File: config.mk
export PLATFORM = sky130hd
export DESIGN_NAME = oaht_ram
export DESIGN_NICKNAME = d
export VERILOG_FILES = /design/src/design/oaht_ram.sv
export SDC_FILE = /design/constraint.sdc
export NUM_CORES = 2
export LEC_CHECK = 0
export ABC_AREA = 1
export BUFFER_PORTS_ARGS = -buffer_cell sky130_fd_sc_hd__buf_2
export CORE_MARGIN = 2
export CORE_UTILIZATION = 35
export DETAILED_ROUTE_END_ITERATION = 12
export PLACE_DENSITY_LB_ADDON = 0.2
export SYNTH_ARGS = -nofsm -noshare
export SYNTH_HDL_FRONTEND = slang
export SYNTH_SLANG_ARGS = --single-unit
File: constraint.sdc
create_clock -name clk_i -period 5.9 [get_ports clk_i]
set_input_delay 1.18 -clock clk_i [delete_from_list [all_inputs] [get_ports clk_i]]
set_output_delay 1.18 -clock clk_i [all_outputs]
set_load 0.02 [all_outputs]
File: src/design/oaht_ram.sv
// generic single port ram with registered read
// no dependencies
module oaht_ram #(
  parameter int unsigned Width = 8,
  parameter int unsigned Depth = 256
) (
  input  logic                     clk_i,
  input  logic                     we_i,
  input  logic [$clog2(Depth)-1:0] addr_i,
  input  logic [Width-1:0]         wdata_i,
  output logic [Width-1:0]         rdata_o
);
  logic [Width-1:0] mem_q [Depth];

  always_ff @(posedge clk_i) begin
    if (we_i) begin
      mem_q[addr_i] <= wdata_i;
    end
    rdata_o <= mem_q[addr_i];
  end
endmodule

==> impl_summary.log <==
INFO  metric mostFrequentLayoutCells = sky130_fd_sc_hd__nand2_1 (4,761), sky130_fd_sc_hd__edfxtp_1 (2,048), sky130_fd_sc_hd__nor2_1 (356)
INFO  metric regArea = a little over 0.06 sq mm
INFO  metric htreeDepth = 4
INFO  metric detailed_place_hpwl = 138,000 microns
INFO  metric numPortBuffers = 25
INFO  metric max_freq = between 200 and 250 MHz
INFO  metric cts_root_buffer = sky130_fd_sc_hd__clkbuf_16
INFO  metric holdBufCountCts = 0
INFO  metric floorplan.initialDensity = a little over a third
INFO  metric leading_cell_type_in_the_layout_fill_and_taps_excluded = sky130_fd_sc_hd__nand2_1
INFO  metric first_global_vias = approximately 54,000
INFO  metric drtAntennaViolNets = 0
INFO  metric clock_skew = between 0.02 and 0.03 ns
INFO  metric timing_max_transition_violations_final = 0
INFO  metric finished_core_util = slightly below 40%
INFO  metric post_cts_resized = 0
INFO  metric power.share.switching = around 23%
INFO  metric reg2reg_from = mem_q[183][1]$_DFFE_PP_
INFO  metric total_standard_cell_area_after_synthesis = 0.0849 sq mm
INFO  metric area_taken_by_multi_input_logic_gates = about 0.021 sq mm
INFO  metric grt_antenna_before_repair = 10
INFO  metric die_x = roughly 500 microns
INFO  metric cp_common_cell = sky130_fd_sc_hd__nand2_1
INFO  metric drt_drc_violations_left = 0
INFO  metric syn_to_final_growth = 12.1%
INFO  metric part_of_the_total_power_dissipated_in_combinational_logic = 5.8%
INFO  metric outcome = finished, final reports clean
INFO  metric nFillCells = about 23,000
INFO  metric core_region_area = around 0.24 sq mm
INFO  metric via_per_inst = just under 5
INFO  metric synth-warning-count = 0
INFO  metric postCtsSetupBuffers = 0
INFO  metric number_of_enable_type_register_cells_in_the_synthesized_netlist = 2,048
INFO  metric drive_above_1_share = between 5 and 6%
INFO  metric numClockSinks = approximately 2,100
INFO  metric cp.required = about 6.6 ns
INFO  metric p_seq_share = between 50% and 60%
INFO  metric fin_crit_sh = 77.3%
INFO  metric slew_worst_pin = roughly 1.2 ns
INFO  metric globalRouteOverflowTotal = 0
INFO  metric timing.critical_path.from = addr_i[0]
INFO  metric setup.worst_path.start_class = input port
INFO  metric dieHeight = around 500 microns
INFO  metric cts.clk_slew.worst_paths = 0.06 ns
INFO  metric cellLeakagePower = between 30 and 40 nW
INFO  metric setup_violations = 0
INFO  metric grt_first_pass_wirelength = around 360,000 microns
INFO  metric p_per_area = around 320 mW/mm^2
INFO  metric hold_violations = 0
INFO  metric grt_setup_unrepaired = no
INFO  metric critical_path_peak_fanout = around 120
INFO  metric gp_congestion = around 0.83
INFO  metric timing.setup.tns = 0 ns
INFO  metric critPathSlowestCell = sky130_fd_sc_hd__o21ai_0
INFO  metric max-clock-path-buffers = 3
INFO  metric power_report.internal_total = between 20 and 25 mW
INFO  metric postSynthCellCount = roughly 8,000
INFO  metric hold_path_cell_cnt = 1
INFO  metric mappedNetlistNets = roughly 8,000
INFO  metric clkLatencyLatePin = 0.86 ns
INFO  metric post_synth_num_cell_types = 18
INFO  metric dieArea = between 0.2 and 0.25 sq mm
INFO  metric async_flop_share = 0%
INFO  metric cts_made_buffers = ~210
INFO  metric postRouteWirelength = approximately 240,000 microns
INFO  metric sum_of_buffers_and_inverters_on_the_critical_path = 4
INFO  metric total_via_count_after_detailed_routing = 55,100
INFO  metric worst_path_largest_cell_delay = ~0.55 ns
INFO  metric crit_path_cells = buf_8 > inv_8 > buf_12 > buf_12 > nand2_1 > nand2_1 > nand2_1 > nand3_1 > nand2_1 > nand2_1 > o21ai_0 > nand2_1 > nor2_1 > nor2_1 > nor2_1 > nand2_1
INFO  metric std_cell_rows = 180
INFO  metric crit_cells = 16
INFO  metric ff_latch_count_synth = just over 2,000
INFO  metric dominantRegCellSynth = sky130_fd_sc_hd__edfxtp_1
INFO  metric reg2regPathDepth = 12
INFO  metric yosysSeqAreaShare = between 70% and 80%
INFO  metric hold_path.startpoint = wdata_i[4]
INFO  metric detail_route.wl_per_cell = roughly 22 microns
INFO  metric net-switching-power = around 7.1 mW
INFO  metric timing.setup.critical_path_class = input port to register
INFO  metric crit_arrival = about 5.3 ns
INFO  metric worst_setup_path_end_kind = register
INFO  metric firstDrtPassIters = 6
INFO  metric finish.net_count = about 8,000
INFO  metric tritoncts = yes
INFO  metric cpLargestDelayFamily = simple AND/OR/NAND/NOR gates
INFO  metric groute.usage.overall = between 10% and 20%
INFO  metric io_pins = 26
INFO  metric timing.max_cap.violations = 0
INFO  metric ir_worst_vdd = about 0.27 mV
INFO  metric synth_area_per_cell = approximately 11 sq um
INFO  metric grt_max_degree = around 150
INFO  metric p_clk_share = a little over two fifths
INFO  metric timing.max_slew.rel_slack = 21.1%
INFO  metric first_iter_violations = just over 5,000
INFO  metric fin_crit = approximately 4.6 ns
INFO  metric hp-class = input port to register
## final timing paths
path                                                end  slack, ns
worst max register to register       rdata_o[1]$_DFF_P_       2.84
worst min-delay path            mem_q[160][4]$_DFFE_PP_       0.72
worst max-delay path                 rdata_o[1]$_DFF_P_       1.34
worst min register to register       rdata_o[6]$_DFF_P_       0.92
## metrics by stage
stage / setup slack [ns] / hold WS, ns / cells / total power, mW / cell area [sq um]
5_1_grt: 1.23 / 0.690 / 11300 / 31.9 / 95100
2_1_floorplan: 2.88 / 0.788 / 8021 / 17.3 / 84900
3_5_place_dp: 0.321 / 0.914 / 10900 / 18.2 / 88500
6_report: 1.34 / 0.724 / 11300 / 30.9 / 95100
3_3_place_gp: 0.314 / 0.931 / 10900 / 18.2 / 88500
4_1_cts: 1.24 / 0.665 / 11300 / 31.2 / 95100
## synth_stat cells, types with 7 or more instances
library cell,instances,area (sq um)
sky130_fd_sc_hd__nor2_1,361,1360
sky130_fd_sc_hd__clkbuf_1,170,638
sky130_fd_sc_hd__edfxtp_1,2048,61500
sky130_fd_sc_hd__buf_1,52,195
sky130_fd_sc_hd__nand2_1,4770,17900
sky130_fd_sc_hd__o21ai_0,41,205
sky130_fd_sc_hd__buf_6,7,78.8
sky130_fd_sc_hd__dfxtp_1,8,160
sky130_fd_sc_hd__o21ai_1,119,596
sky130_fd_sc_hd__buf_2,182,911
sky130_fd_sc_hd__inv_1,31,116
sky130_fd_sc_hd__nand3_1,188,941
sky130_fd_sc_hd__a21oi_1,32,160
## flip-flops by register name, summed over array words and instances, names as in the netlist
name and cells:
rdata_o 8, mem_q 2048
## per-layer routing
layer  vias to the layer above  track usage, %  share of wire [%]  wire (microns)
met4                         0            6.15                3.0            7400
met1                     27000            27.9                 45          110000
met3                       351            2.61                5.6           13700
met2                      1543            31.4                 46          113000
li1                      26200               -                  -               -
met5                         -               0                  0               0
## power by group through the flow
stage / Sequential, mW / Combinational [mW] / Clock (mW)
floorplan: 16.4 / 0.915 / 0
global placement: 16.4 / 1.81 / 0
detailed placement: 16.4 / 1.81 / 0
CTS: 16.1 / 1.81 / 13.2
global route: 16.1 / 1.97 / 13.8
finish: 16.1 / 1.79 / 13.0
## cells by family (layout without fill, tap and decap cells)
group | count (synthesis) | after routing | share of synthesized area (%)
AOI/OAI and AO/OA | 192 | 192 | 1.13
buffers and inverters | 452 | 553 | 2.36
other | 0 | 5 | 0
and+or+nand+nor | 5321 | 5321 | 23.8
DFF | 2056 | 2056 | 72.7
## area by class of cell
class | count | share of cell area [%]
clock inverters | 123 | 1.01
flip-flops and latches | 2056 | 64.8
clock buffers | 266 | 5.97
inverters | 35 | 0.174
well taps | 3185 | 4.19
multi-input cells | 5513 | 22.3
diodes | 5 | 0.0132
repair buffers | 129 | 1.49
No activity file was read; power rests on OpenSTA's default activity.
